**src/rtl/apm_pkg.sv**
```systemverilog
// Package for the averaged piecewise pressure map: widths, calibration
// breakpoints in Q12.8 code units, state and handshake types.
// Depends on nothing; used by every module of the block.
`default_nettype none

package apm_pkg;

  localparam int unsigned ADC_BITS    = 12;
  localparam int unsigned MAX_SAMPLES = 64;

  localparam int unsigned COUNT_W    = 7;
  localparam int unsigned SUM_W      = 18;
  localparam int unsigned FRAC_W     = 8;
  localparam int unsigned AVG_W      = 20;
  localparam int unsigned PRESS_W    = 12;
  localparam int unsigned DIVIDEND_W = SUM_W + FRAC_W;
  localparam int unsigned REM_W      = 15;
  localparam int unsigned ITER_W     = 5;
  localparam int unsigned SEG_W      = 4;
  localparam int unsigned SEG_Q_W    = 9;
  localparam int unsigned NUM_W      = REM_W + FRAC_W;

  localparam logic [COUNT_W-1:0] COUNT_RESET  = COUNT_W'(10);
  localparam logic [COUNT_W-1:0] MAX_COUNT    = COUNT_W'(MAX_SAMPLES);
  localparam logic [SEG_W-1:0]   FIRST_SEG    = SEG_W'(1);
  localparam logic [SEG_W-1:0]   LAST_SEG     = SEG_W'(8);
  localparam logic [PRESS_W-1:0] PRESS_OVER   = PRESS_W'(2048);
  localparam logic [PRESS_W-1:0] PRESS_SEG_MAX = PRESS_W'(1920);
  localparam logic [AVG_W-1:0]   AVG_MAX      = AVG_W'(((2 ** ADC_BITS) - 1) * 256);
  localparam logic [ITER_W-1:0]  AVG_ITERS    = ITER_W'(DIVIDEND_W);
  localparam logic [ITER_W-1:0]  SEG_ITERS    = ITER_W'(SEG_Q_W);

  // Voltages are in units of 10 uV; codes are rounded to nearest at 3.3 V full scale.
  localparam longint unsigned FULL_Q8 = ((64'd1 << ADC_BITS) - 64'd1) * 64'd256;
  localparam longint unsigned HALF_FS = 64'd165000;
  localparam longint unsigned FS_VOLT = 64'd330000;

  localparam logic [AVG_W-1:0] ZERO_CODE = AVG_W'((64'd1870 * FULL_Q8 + HALF_FS) / FS_VOLT);
  localparam logic [AVG_W-1:0] BRK_0 = AVG_W'((64'd1866 * FULL_Q8 + HALF_FS) / FS_VOLT);
  localparam logic [AVG_W-1:0] BRK_1 = AVG_W'((64'd9296 * FULL_Q8 + HALF_FS) / FS_VOLT);
  localparam logic [AVG_W-1:0] BRK_2 = AVG_W'((64'd13836 * FULL_Q8 + HALF_FS) / FS_VOLT);
  localparam logic [AVG_W-1:0] BRK_3 = AVG_W'((64'd16890 * FULL_Q8 + HALF_FS) / FS_VOLT);
  localparam logic [AVG_W-1:0] BRK_4 = AVG_W'((64'd19740 * FULL_Q8 + HALF_FS) / FS_VOLT);
  localparam logic [AVG_W-1:0] BRK_5 = AVG_W'((64'd21561 * FULL_Q8 + HALF_FS) / FS_VOLT);
  localparam logic [AVG_W-1:0] BRK_6 = AVG_W'((64'd23354 * FULL_Q8 + HALF_FS) / FS_VOLT);
  localparam logic [AVG_W-1:0] BRK_7 = AVG_W'((64'd24952 * FULL_Q8 + HALF_FS) / FS_VOLT);
  localparam logic [AVG_W-1:0] BRK_8 = AVG_W'((64'd25500 * FULL_Q8 + HALF_FS) / FS_VOLT);

  typedef enum logic [2:0] {
    ST_ACC,
    ST_DIV_AVG,
    ST_CLASSIFY,
    ST_SEARCH,
    ST_DIV_SEG,
    ST_DONE
  } state_e;

  typedef struct packed {
    logic              start;
    logic [ITER_W-1:0] iters;
  } div_cmd_t;

  typedef struct packed {
    logic busy;
    logic done;
  } div_sts_t;

  function automatic logic [AVG_W-1:0] brk_code(input logic [SEG_W-1:0] k);
    logic [AVG_W-1:0] code;
    case (k)
      4'd0:    code = BRK_0;
      4'd1:    code = BRK_1;
      4'd2:    code = BRK_2;
      4'd3:    code = BRK_3;
      4'd4:    code = BRK_4;
      4'd5:    code = BRK_5;
      4'd6:    code = BRK_6;
      4'd7:    code = BRK_7;
      4'd8:    code = BRK_8;
      default: code = BRK_8;
    endcase
    return code;
  endfunction

  function automatic logic [PRESS_W-1:0] brk_press(input logic [SEG_W-1:0] k);
    logic [PRESS_W-1:0] press;
    case (k)
      4'd0:    press = PRESS_W'(0);
      4'd1:    press = PRESS_W'(256);
      4'd2:    press = PRESS_W'(512);
      4'd3:    press = PRESS_W'(768);
      4'd4:    press = PRESS_W'(1024);
      4'd5:    press = PRESS_W'(1280);
      4'd6:    press = PRESS_W'(1536);
      4'd7:    press = PRESS_W'(1792);
      4'd8:    press = PRESS_SEG_MAX;
      default: press = PRESS_SEG_MAX;
    endcase
    return press;
  endfunction

endpackage

`default_nettype wire

```
**src/rtl/apm_serial_div.sv**
```systemverilog
// Restoring divider that produces one quotient bit per cycle.
// Depends on apm_pkg for widths and the command and status structs.
`default_nettype none

module apm_serial_div (
  input  logic                           clk_i,
  input  logic                           rst_ni,
  input  apm_pkg::div_cmd_t              cmd_i,
  input  logic [apm_pkg::REM_W-1:0]      rem_init_i,
  input  logic [apm_pkg::DIVIDEND_W-1:0] dividend_i,
  input  logic [apm_pkg::REM_W-1:0]      divisor_i,
  output apm_pkg::div_sts_t              sts_o,
  output logic [apm_pkg::DIVIDEND_W-1:0] quotient_o
);
  import apm_pkg::*;

  logic                  busy_q, busy_d;
  logic                  done_q, done_d;
  logic [ITER_W-1:0]     cnt_q, cnt_d;
  logic [REM_W-1:0]      rem_q, rem_d;
  logic [DIVIDEND_W-1:0] quo_q, quo_d;
  logic [REM_W-1:0]      div_q, div_d;
  logic [REM_W:0]        trial;
  logic [REM_W:0]        diff;
  logic                  fits;

  assign trial = {rem_q, quo_q[DIVIDEND_W-1]};
  assign diff  = trial - {1'b0, div_q};
  assign fits  = trial >= {1'b0, div_q};

  always_comb begin
    busy_d = busy_q;
    done_d = 1'b0;
    cnt_d  = cnt_q;
    rem_d  = rem_q;
    quo_d  = quo_q;
    div_d  = div_q;
    if (cmd_i.start) begin
      busy_d = 1'b1;
      cnt_d  = cmd_i.iters;
      rem_d  = rem_init_i;
      quo_d  = dividend_i;
      div_d  = divisor_i;
    end else if (busy_q) begin
      rem_d = fits ? diff[REM_W-1:0] : trial[REM_W-1:0];
      quo_d = {quo_q[DIVIDEND_W-2:0], fits};
      cnt_d = cnt_q - ITER_W'(1);
      if (cnt_q == ITER_W'(1)) begin
        busy_d = 1'b0;
        done_d = 1'b1;
      end
    end
  end

  always_ff @(posedge clk_i or negedge rst_ni) begin
    if (!rst_ni) begin
      busy_q <= 1'b0;
      done_q <= 1'b0;
      cnt_q  <= '0;
    end else begin
      busy_q <= busy_d;
      done_q <= done_d;
      cnt_q  <= cnt_d;
    end
  end

  always_ff @(posedge clk_i) begin
    rem_q <= rem_d;
    quo_q <= quo_d;
    div_q <= div_d;
  end

  assign sts_o.busy = busy_q;
  assign sts_o.done = done_q;
  assign quotient_o = quo_q;

endmodule

`default_nettype wire

```
**src/rtl/averaged_piecewise_pressure_map_core.sv**
```systemverilog
// After the word that closes a group the divider forms the average, then the block
// classifies it: at or below the zero threshold or above the last breakpoint the result
// is ready, else the segments are tested in turn and the segment slope is divided.
// Throughput: one word per cycle within a group; after the closing word no word is taken
// until the result reaches the output, which waits for the previous result to be taken.
// Reset clears the running sum, the sample counter and the output valid; the count is 10.
`default_nettype none

module averaged_piecewise_pressure_map_core (
  input  logic                         clk_i,
  input  logic                         rst_ni,
  input  logic                         in_valid_i,
  output logic                         in_ready_o,
  input  logic [apm_pkg::ADC_BITS-1:0] adc_sample_i,
  output logic                         out_valid_o,
  input  logic                         out_ready_i,
  output logic [apm_pkg::PRESS_W-1:0]  pressure_q8_o,
  output logic [apm_pkg::AVG_W-1:0]    average_code_q8_o,
  output logic                         over_range_o,
  input  logic                         cfg_valid_i,
  output logic                         cfg_ready_o,
  input  logic [apm_pkg::COUNT_W-1:0]  cfg_wdata_i
);
  import apm_pkg::*;

  state_e                state_q, state_d;
  logic [COUNT_W-1:0]    sample_count_q;
  logic [SUM_W-1:0]      sum_q;
  logic [COUNT_W-1:0]    taken_q;
  logic [SEG_W-1:0]      seg_q;
  logic [AVG_W-1:0]      avg_q;
  logic [PRESS_W-1:0]    base_q;
  logic [PRESS_W-1:0]    res_press_q;
  logic                  res_over_q;
  logic                  out_valid_q;
  logic [PRESS_W-1:0]    pressure_q;
  logic [AVG_W-1:0]      average_q;
  logic                  over_q;

  logic [COUNT_W-1:0]    eff_count;
  logic                  in_fire;
  logic [SUM_W-1:0]      sum_next;
  logic [COUNT_W-1:0]    taken_next;
  logic                  group_done;
  logic                  is_zero;
  logic                  is_over;
  logic                  seg_hit;
  logic [REM_W-1:0]      dx;
  logic [NUM_W-1:0]      num;
  logic                  out_load;

  div_cmd_t              div_cmd;
  div_sts_t              div_sts;
  logic [REM_W-1:0]      div_rem_init;
  logic [DIVIDEND_W-1:0] div_dividend;
  logic [REM_W-1:0]      div_divisor;
  logic [DIVIDEND_W-1:0] div_quotient;

  always_comb begin
    if (sample_count_q == '0) begin
      eff_count = COUNT_W'(1);
    end else if (sample_count_q > MAX_COUNT) begin
      eff_count = MAX_COUNT;
    end else begin
      eff_count = sample_count_q;
    end
  end

  assign in_ready_o = (state_q == ST_ACC);
  assign in_fire    = in_valid_i && in_ready_o;
  assign sum_next   = sum_q + SUM_W'(adc_sample_i);
  assign taken_next = taken_q + COUNT_W'(1);
  assign group_done = taken_next >= eff_count;

  assign is_zero = avg_q <= ZERO_CODE;
  assign is_over = avg_q > brk_code(LAST_SEG);
  assign seg_hit = avg_q <= brk_code(seg_q);
  assign dx      = REM_W'(avg_q - brk_code(seg_q - SEG_W'(1)));
  assign num     = (seg_q == LAST_SEG) ? {1'b0, dx, 7'b0} : {dx, 8'b0};
  assign out_load = (state_q == ST_DONE) && (!out_valid_q || out_ready_i);

  always_comb begin
    state_d = state_q;
    case (state_q)
      ST_ACC: begin
        if (in_fire && group_done) state_d = ST_DIV_AVG;
      end
      ST_DIV_AVG: begin
        if (div_sts.done) state_d = ST_CLASSIFY;
      end
      ST_CLASSIFY: begin
        state_d = (is_zero || is_over) ? ST_DONE : ST_SEARCH;
      end
      ST_SEARCH: begin
        if (seg_hit) state_d = ST_DIV_SEG;
      end
      ST_DIV_SEG: begin
        if (div_sts.done) state_d = ST_DONE;
      end
      ST_DONE: begin
        if (out_load) state_d = ST_ACC;
      end
      default: state_d = ST_ACC;
    endcase
  end

  always_comb begin
    div_cmd      = '0;
    div_rem_init = '0;
    div_dividend = '0;
    div_divisor  = '0;
    case (state_q)
      ST_ACC: begin
        if (in_fire && group_done) begin
          div_cmd.start = 1'b1;
          div_cmd.iters = AVG_ITERS;
          div_dividend  = {sum_next, {FRAC_W{1'b0}}};
          div_divisor   = REM_W'(taken_next);
        end
      end
      ST_SEARCH: begin
        if (seg_hit) begin
          div_cmd.start = 1'b1;
          div_cmd.iters = SEG_ITERS;
          div_rem_init  = REM_W'(num[NUM_W-1:SEG_Q_W]);
          div_dividend  = {num[SEG_Q_W-1:0], {(DIVIDEND_W - SEG_Q_W){1'b0}}};
          div_divisor   = REM_W'(brk_code(seg_q) - brk_code(seg_q - SEG_W'(1)));
        end
      end
      default: begin
        div_cmd = '0;
      end
    endcase
  end

  apm_serial_div u_div (
    .clk_i      (clk_i),
    .rst_ni     (rst_ni),
    .cmd_i      (div_cmd),
    .rem_init_i (div_rem_init),
    .dividend_i (div_dividend),
    .divisor_i  (div_divisor),
    .sts_o      (div_sts),
    .quotient_o (div_quotient)
  );

  always_ff @(posedge clk_i or negedge rst_ni) begin
    if (!rst_ni) begin
      state_q        <= ST_ACC;
      sample_count_q <= COUNT_RESET;
      sum_q          <= '0;
      taken_q        <= '0;
      seg_q          <= FIRST_SEG;
      out_valid_q    <= 1'b0;
    end else begin
      state_q <= state_d;
      if (cfg_valid_i) sample_count_q <= cfg_wdata_i;
      if (in_fire) begin
        sum_q   <= group_done ? '0 : sum_next;
        taken_q <= group_done ? '0 : taken_next;
      end
      if (state_q == ST_CLASSIFY) begin
        seg_q <= FIRST_SEG;
      end else if (state_q == ST_SEARCH && !seg_hit) begin
        seg_q <= seg_q + SEG_W'(1);
      end
      if (out_load) begin
        out_valid_q <= 1'b1;
      end else if (out_ready_i) begin
        out_valid_q <= 1'b0;
      end
    end
  end

  always_ff @(posedge clk_i) begin
    if (state_q == ST_DIV_AVG && div_sts.done) avg_q <= div_quotient[AVG_W-1:0];
    if (state_q == ST_CLASSIFY) begin
      res_press_q <= is_over ? PRESS_OVER : '0;
      res_over_q  <= is_over && !is_zero;
    end
    if (state_q == ST_SEARCH && seg_hit) base_q <= brk_press(seg_q - SEG_W'(1));
    if (state_q == ST_DIV_SEG && div_sts.done) begin
      res_press_q <= base_q + PRESS_W'(div_quotient[SEG_Q_W-1:0]);
      res_over_q  <= 1'b0;
    end
    if (out_load) begin
      pressure_q <= res_press_q;
      average_q  <= avg_q;
      over_q     <= res_over_q;
    end
  end

  assign cfg_ready_o       = 1'b1;
  assign out_valid_o       = out_valid_q;
  assign pressure_q8_o     = pressure_q;
  assign average_code_q8_o = average_q;
  assign over_range_o      = over_q;

endmodule

`default_nettype wire

```
**config.mk**
```make
export PLATFORM = sky130hd
export DESIGN_NAME = averaged_piecewise_pressure_map_core
export DESIGN_NICKNAME = d
export VERILOG_FILES = /design/src/rtl/apm_pkg.sv /design/src/rtl/apm_serial_div.sv /design/src/rtl/averaged_piecewise_pressure_map_core.sv
export SDC_FILE = /design/constraint.sdc
export NUM_CORES = 1
export LEC_CHECK = 0
export BUFFER_PORTS_ARGS = -buffer_cell sky130_fd_sc_hd__buf_2
export CAP_MARGIN = 20
export CELL_PAD_IN_SITES_DETAIL_PLACEMENT = 1
export CELL_PAD_IN_SITES_GLOBAL_PLACEMENT = 2
export CORE_ASPECT_RATIO = 1.4
export CORE_MARGIN = 5
export CORE_UTILIZATION = 35
export CTS_CLUSTER_SIZE = 30
export DETAILED_ROUTE_END_ITERATION = 10
export PLACE_DENSITY_LB_ADDON = 0.1
export SYNTH_ARGS = -nofsm -noshare
export SYNTH_HDL_FRONTEND = slang
export SYNTH_SLANG_ARGS = --single-unit
```
**constraint.sdc**
```tcl
create_clock -name clk_i -period 4.91 [get_ports clk_i]
set_input_delay 0.982 -clock clk_i [delete_from_list [all_inputs] [get_ports clk_i]]
set_output_delay 0.982 -clock clk_i [all_outputs]
set_load 0.05 [all_outputs]
```
Word-level counts from Yosys, hierarchy flattened
Memory sizes are Yosys's and may differ from the RTL's. A register that Yosys moved wholly into a read port is not among the register bits. Cells that the tools add are included.

Logic and storage cells: 118. Register bits after elaboration: 181. Memories kept: 5. Output and inout port bits: 36. Bits in read-only memories: 1152. Input bits: 24.

Reduce and logical (&&, ||, !) cells: 20. Order comparisons: 6. Equal/unequal tests: 12. Add/sub/neg operators: 9. Muxes and demuxes: 47.

Memories: (no name shown) (words 16, width 17, read ports 1, clocked after memory_dff 0, wr ports 0, RTL line apm_pkg.sv:70) `case (k)`; (no name shown) (words 16, width 17, read ports 1, clocked after memory_dff 0, wr ports 0, RTL line apm_pkg.sv:70); (no name shown) (words 16, width 17, read ports 1, clocked after memory_dff 0, wr ports 0, RTL line apm_pkg.sv:70); (no name shown) (words 16, width 17, read ports 1, clocked after memory_dff 0, wr ports 0, RTL line apm_pkg.sv:70); (no name shown) (words 16, width 4, read ports 1, clocked after memory_dff 1, wr ports 0, RTL line apm_pkg.sv:87) `case (k)`.

Operators with widths (number): 15-bit 2-to-1 mux (8); 26-bit 2-to-1 mux (4); 26-bit case mux with 2 select lines (1); 15-bit subtractor (3); 12-bit 2-to-1 mux (3); 15-bit case mux with 2 select lines (1); 14-bit 2-to-1 mux (2); 7-bit 2-to-1 mux (4); 23-bit 2-to-1 mux (1); 20-bit by 17-bit greater-than comparator with 1-bit output (second input constant) (1); 20-bit by 13-bit <= comparator with 1-bit output (second input constant) (1); 20-bit <= comparator (1); 18-bit by 12-bit adder with 18-bit output (1); 18-bit 2-to-1 mux (1); 3-bit 2-to-1 mux (6); 3-bit case mux with 6 select lines (1); 16-bit by 15-bit greater-or-equal comparator with 1-bit output (1); 12-bit by 9-bit adder with 12-bit output (1); 6-bit 2-to-1 mux (2); 6-bit case mux with 2 select lines (1); 5-bit 2-to-1 mux (2); 1-bit logical AND (8); 1-bit 2-to-1 mux (8); 4-bit 2-to-1 mux (2); other kinds (19) (30).

Logic depth before layout (Yosys ltp)
Depth after elaboration: 8. Depth in mapped cells: 20.

By module
Synthesis repeated with hierarchy kept, for this count alone.

Cell total of the unflattened synthesis: 1119. Area total of the unflattened synthesis: 11324.6 µm².

By module, submodules not included: averaged_piecewise_pressure_map_core (seq. area each 3096.7 µm², cells each 814, area each 7663.6 µm², times used 1); apm_serial_div (seq. area each 1856.8 µm², cells each 305, area each 3661.0 µm², times used 1).

Worst setup path before layout
No wires, ideal clock.

Kind: flip-flop to flip-flop. From: register seg_q[0]. To: register u_div.quo_q[0], in the netlist u_div.quotient_o[0], enable pin. Buffers on the path: 2. Stages on the path, launching flop included: 16. Period minus slack after synthesis: 4.884 ns. Library setup time: 0.399 ns. Arrival time: 4.485 ns. Slack: 0.026 ns. Path through: dfstp_2 clkbuf_1 inv_1 ha_1 ha_1 or2_2 ha_1 nand4_1 or4_4 nor4b_4 nor2_2 or2_1 buf_6 clkinv_8 nor2_8 nand2_1.

Cells in the longest elaborated chain, start to end: 5.

RTL lines: start: declaration (RTL line averaged_piecewise_pressure_map_core.sv:30) `logic [SEG_W-1:0] seg_q;`; start signal: assignment (RTL line averaged_piecewise_pressure_map_core.sv:165) `seg_q <= seg_q + SEG_W'(1);`; memory 16 x 17 bit; 20-bit <= comparator (RTL line averaged_piecewise_pressure_map_core.sv:77) `assign seg_hit = avg_q <= brk_code(seg_q);`; 6-bit 2-to-1 mux (RTL line averaged_piecewise_pressure_map_core.sv:122) `if (seg_hit) begin`; 6-bit case mux with 2 select lines (RTL line averaged_piecewise_pressure_map_core.sv:112) `case (state_q)`; 2-bit nonzero test (no source line); end signal: assignment (RTL line apm_serial_div.sv:69) `quo_q <= quo_d;`; end: declaration (RTL line apm_serial_div.sv:21) `logic [DIVIDEND_W-1:0] quo_q, quo_d;`.

Every way passes these cells. A chain may end at the register's enable or synchronous reset.

Worst setup path in the final report
From: register seg_q[0]. To: register u_div.div_q[14], data pin.

Cells in the longest elaborated chain, start to end: 7.

RTL lines: 4-bit by 1-bit subtractor with 4-bit output (RTL line averaged_piecewise_pressure_map_core.sv:127) `div_divisor = REM_W'(brk_code(seg_q) - brk_code(seg_q - SEG_W'(1)));`; memory 16 x 17 bit; 15-bit 2-to-1 mux (RTL line averaged_piecewise_pressure_map_core.sv:122); 15-bit 2-to-1 mux (RTL line averaged_piecewise_pressure_map_core.sv:112); 15-bit subtractor (RTL line averaged_piecewise_pressure_map_core.sv:127); 15-bit 2-to-1 mux (*) (RTL line averaged_piecewise_pressure_map_core.sv:122); 15-bit case mux with 2 select lines (*) (RTL line averaged_piecewise_pressure_map_core.sv:112); via div_divisor[14] (RTL line averaged_piecewise_pressure_map_core.sv:56) `logic [REM_W-1:0] div_divisor;`; end signal: assignment (RTL line apm_serial_div.sv:70) `div_q <= div_d;`; end: declaration (RTL line apm_serial_div.sv:22) `logic [REM_W-1:0] div_q, div_d;`.

Mark *: on every way through the listed nets, which the timed path passes. The rest lies on a longest branch. The select of a mux whose other input is x is not followed.

==> results.py <==
metrics = {
    "sta": {
        "rsz0062_at_grt": "no",
        "setup_viol": 0,
        "fin_skew_ns": 0.0150,
        "maxSlewViolCount": 0,
        "fin_crit_sh_pct": 91.9,
        "setup_tns_ns": 0,
        "relSlewSlack_pct": 34.7,
        "hold_viol": 0,
        "layout_min_cycle_time_ns": 4.51,
        "tightest_slew_ns": 0.979,
        "clock.fmax_mhz": 222,
    },
    "synthesis": {
        "synth_area_per_cell_sq_um": 10.2,
        "synth_edf_count": 125,
        "postSynthCellCount": 1068,
        "synth_cell_types": 68,
        "synth_area_sq_mm": 0.0109,
        "ys_seq_elements": 173,
        "ys_seq_area_share_pct": 45.6,
        "ys_warn_count": 0,
        "syn_nets": 1189,
        "ys_async_sr_fraction_pct": 27.2,
        "synth_ff_type": "edfxtp_1",
    },
    "detailed_routing": {
        "wirelength_mm": 31.6,
        "vias": 8112,
        "ant_nets": 0,
        "drt-pass1-iter-count": 4,
        "post_drt_wl_per_cell_um": 20.6,
        "drcViolationCount": 0,
        "viasPerCell": 5.31,
        "drt_iter0_markers": 449,
    },
    "power_and_ir_drop": {
        "ir_drop_v": 0.000262,
        "p_per_area_mw_per_mm2": 597,
        "finalPower_w": 0.00729,
        "power.leakage_nw": 5.19,
    },
    "clock_network": {
        "ctsRootBufferMaster": "clkbuf_16",
        "insertion_delay_ns": 0.45,
        "clk_path_buf_depth": 2,
        "h-tree-depth": 4,
        "cts_buffers": 17,
        "cts_setup_buffers": 0,
        "ctsResizeCount": 0,
        "cts.sinks": 173,
        "cts_tree": "yes",
        "postCtsHoldBufs": 0,
        "clkTransAtPathRegs_ns": 0.07,
    },
    "min_path": {
        "min_to": "pressure_q8_o[10]",
        "hp-start": "res_press_q[10]",
        "hp-class": "flip-flop to flip-flop",
        "hold_depth": 0,
    },
    "critical_path": {
        "reg2reg_from": "seg_q[0]",
        "end_kind": "flip-flop",
        "critPathKind": "flip-flop to flip-flop",
        "cp_data_required_time_ns": 5.10,
        "r2r_end": "u_div.div_q[14]",
        "cp.arrival_ns": 4.70,
        "r2r.worst_path.cells": 16,
        "r2r_slack_ns": 0.40,
        "critPathMaxFanout": 18,
        "cp-start-kind": "flip-flop",
    },
    "die": {
        "coreArea_sq_mm": 0.0307,
        "die_w_um": 159,
        "fp.dieArea_sq_mm": 0.0347,
        "ios": 60,
        "rows": 76,
        "initial_core_util_pct": 35.4,
        "die_h_um": 218,
    },
    "placed_design": {
        "hpwl_mm": 24.8,
        "portBuffers": 58,
        "routabilityCongestion": 0.811,
    },
    "global_routing": {
        "grtUsageTotal_pct": 18.5,
        "antenna_found_initial": 0,
        "grt_pass1_wl_mm": 50.3,
        "grt_max_degree": 53,
        "grt_pass1_vias": 8796,
        "overflow": 0,
        "busiest_layer": "met2",
        "use_met3_pct": 2.47,
        "grt.met2_usage_pct": 35.5,
        "use_met1_pct": 20.8,
    },
    "run": {
        "maxCapViolations": 0,
    },
    "layout": {
        "final_common_cell": "edfxtp_1",
        "area_delta_synth_final_pct": 12.5,
        "layout_common_cells": "125 x edfxtp_1, 99 x nand2_1, 92 x ha_1",
        "layout-drive-gt1-share_pct": 13.7,
        "fin_nets": 1246,
        "diodes": 0,
    },
    "run_status": {
        "status": "completed",
    },
}
[power breakdown]
part | total, W | internal, W | switching (W)
Clock | 0.00138 | 0.000735 | 0.000645
Combinational | 0.00353 | 0.00143 | 0.00210
Sequential | 0.00239 | 0.00211 | 0.000278
Total | 0.00729 | 0.00428 | 0.00302
[synth_stat cells (all sizes together), types with 4 or more instances]
| cell type | n | area [sq um] |
|---|---|---|
| nor2b | 13 | 81.3 |
| nand2 | 100 | 375 |
| a211oi | 11 | 82.6 |
| nand4 | 9 | 56.3 |
| o21a | 11 | 82.6 |
| inv | 63 | 239 |
| and3 | 20 | 125 |
| o32ai | 4 | 42.6 |
| o211ai | 6 | 45.0 |
| and2 | 15 | 93.8 |
| a31o | 4 | 35.0 |
| nand2b | 16 | 100 |
| dfrtp | 44 | 1100 |
| ha | 92 | 1150 |
| edfxtp | 125 | 3750 |
| o22ai | 16 | 125 |
| a21oi | 50 | 254 |
| or2 | 13 | 81.3 |
| xor2 | 28 | 245 |
| nor4 | 6 | 37.5 |
| buf | 11 | 72.6 |
| a211o | 5 | 43.8 |
| mux2 | 12 | 135 |
| nor3 | 27 | 140 |
| a311oi | 5 | 43.8 |
| nor2 | 76 | 304 |
| nand3 | 44 | 220 |
| a21o | 7 | 52.6 |
| o21ai | 74 | 370 |
| o31ai | 19 | 143 |
| a31oi | 8 | 50.1 |
| clkbuf | 28 | 105 |
| mux2i | 22 | 220 |
| xnor2 | 38 | 333 |
| fa | 5 | 100 |
| or3 | 6 | 37.5 |
[flip-flops by register name, indices dropped and copies added, names as in the netlist, 5 cells and up]
register / flops
u_div.div_q: 15
sum_q: 18
taken_q: 7
avg_q: 20
sample_count_q: 7
u_div.cnt_q: 5
res_press_q: 12
average_code_q8_o: 20
pressure_q8_o: 12
u_div.rem_q: 15
u_div.quotient_o: 26
[metrics by stage]
step / utilization [%] / cell area [sq um] / worst slack, ns / instances / hold slack, ns
finish: 39.8 / 12200 / 0.399 / 1528 / 0.421
global route: 39.8 / 12200 / 0.0418 / 1528 / 0.432
CTS: 39.8 / 12200 / 0.180 / 1528 / 0.425
detailed placement: 37.9 / 11600 / 0.190 / 1496 / 0.407
global placement: 37.9 / 11600 / 0.389 / 1496 / 0.403
floorplan: - / 10900 / 0.0260 / 1068 / 0.400
[worst max-delay path: stages (launching register included)]
cell and delay [ns]:
dfstp_4 0.74, inv_1 0.17, ha_1 0.35, inv_1 0.11
ha_1 0.31, nand2_1 0.14, o21ai_0 0.10, and2_1 0.25
fa_1 0.46, a211oi_1 0.25, nor2_1 0.11, o311ai_1 0.33
a311oi_1 0.21, a211oi_1 0.35, a21oi_1 0.13, xnor2_1 0.17
nor2_1 0.05
[cell type report]
class                           instances  area, sq um
Sequential cell                       173         4960
Tap cell                              390          488
Inverter                               64          255
Multi-Input combinational cell        792         5490
Clock buffer                           18          439
Fill cell                            3489        18500
Timing Repair Buffer                   77          445
Clock inverter                         14          153
[routing by layer]
metal  vias up  wire, um
met1      3984     12700
met2        90     17400
met4         0       884
li1       4002         -
met3        36       651
met5         -         0
[worst max path at each step]
stage / start / to / slack, ns / cells after the start
after CTS: seg_q[0] / u_div.div_q[14] / 0.18 / 16
final: seg_q[0] / u_div.div_q[14] / 0.40 / 16
after detailed placement: seg_q[0] / u_div.div_q[14] / 0.19 / 16
after global routing: seg_q[0] / u_div.div_q[14] / 0.04 / 16
after global placement: seg_q[0] / u_div.div_q[14] / 0.39 / 16
after floorplan: seg_q[0] / u_div.quotient_o[0] / 0.03 / 15
[cells by family (layout without fill, tap and decap cells)]
family,Yosys count,count (layout),share of synthesized area [%]
mux,34,34,3.27
xor+xnor,66,66,5.32
compound gates,239,239,14.2
flops,173,173,45.6
fa+ha+maj,97,97,11.5
other cells,1,1,0.0345
simple gates,355,355,16.1
buf+inv,103,173,3.98
No activity file was read; power rests on OpenSTA's default activity.
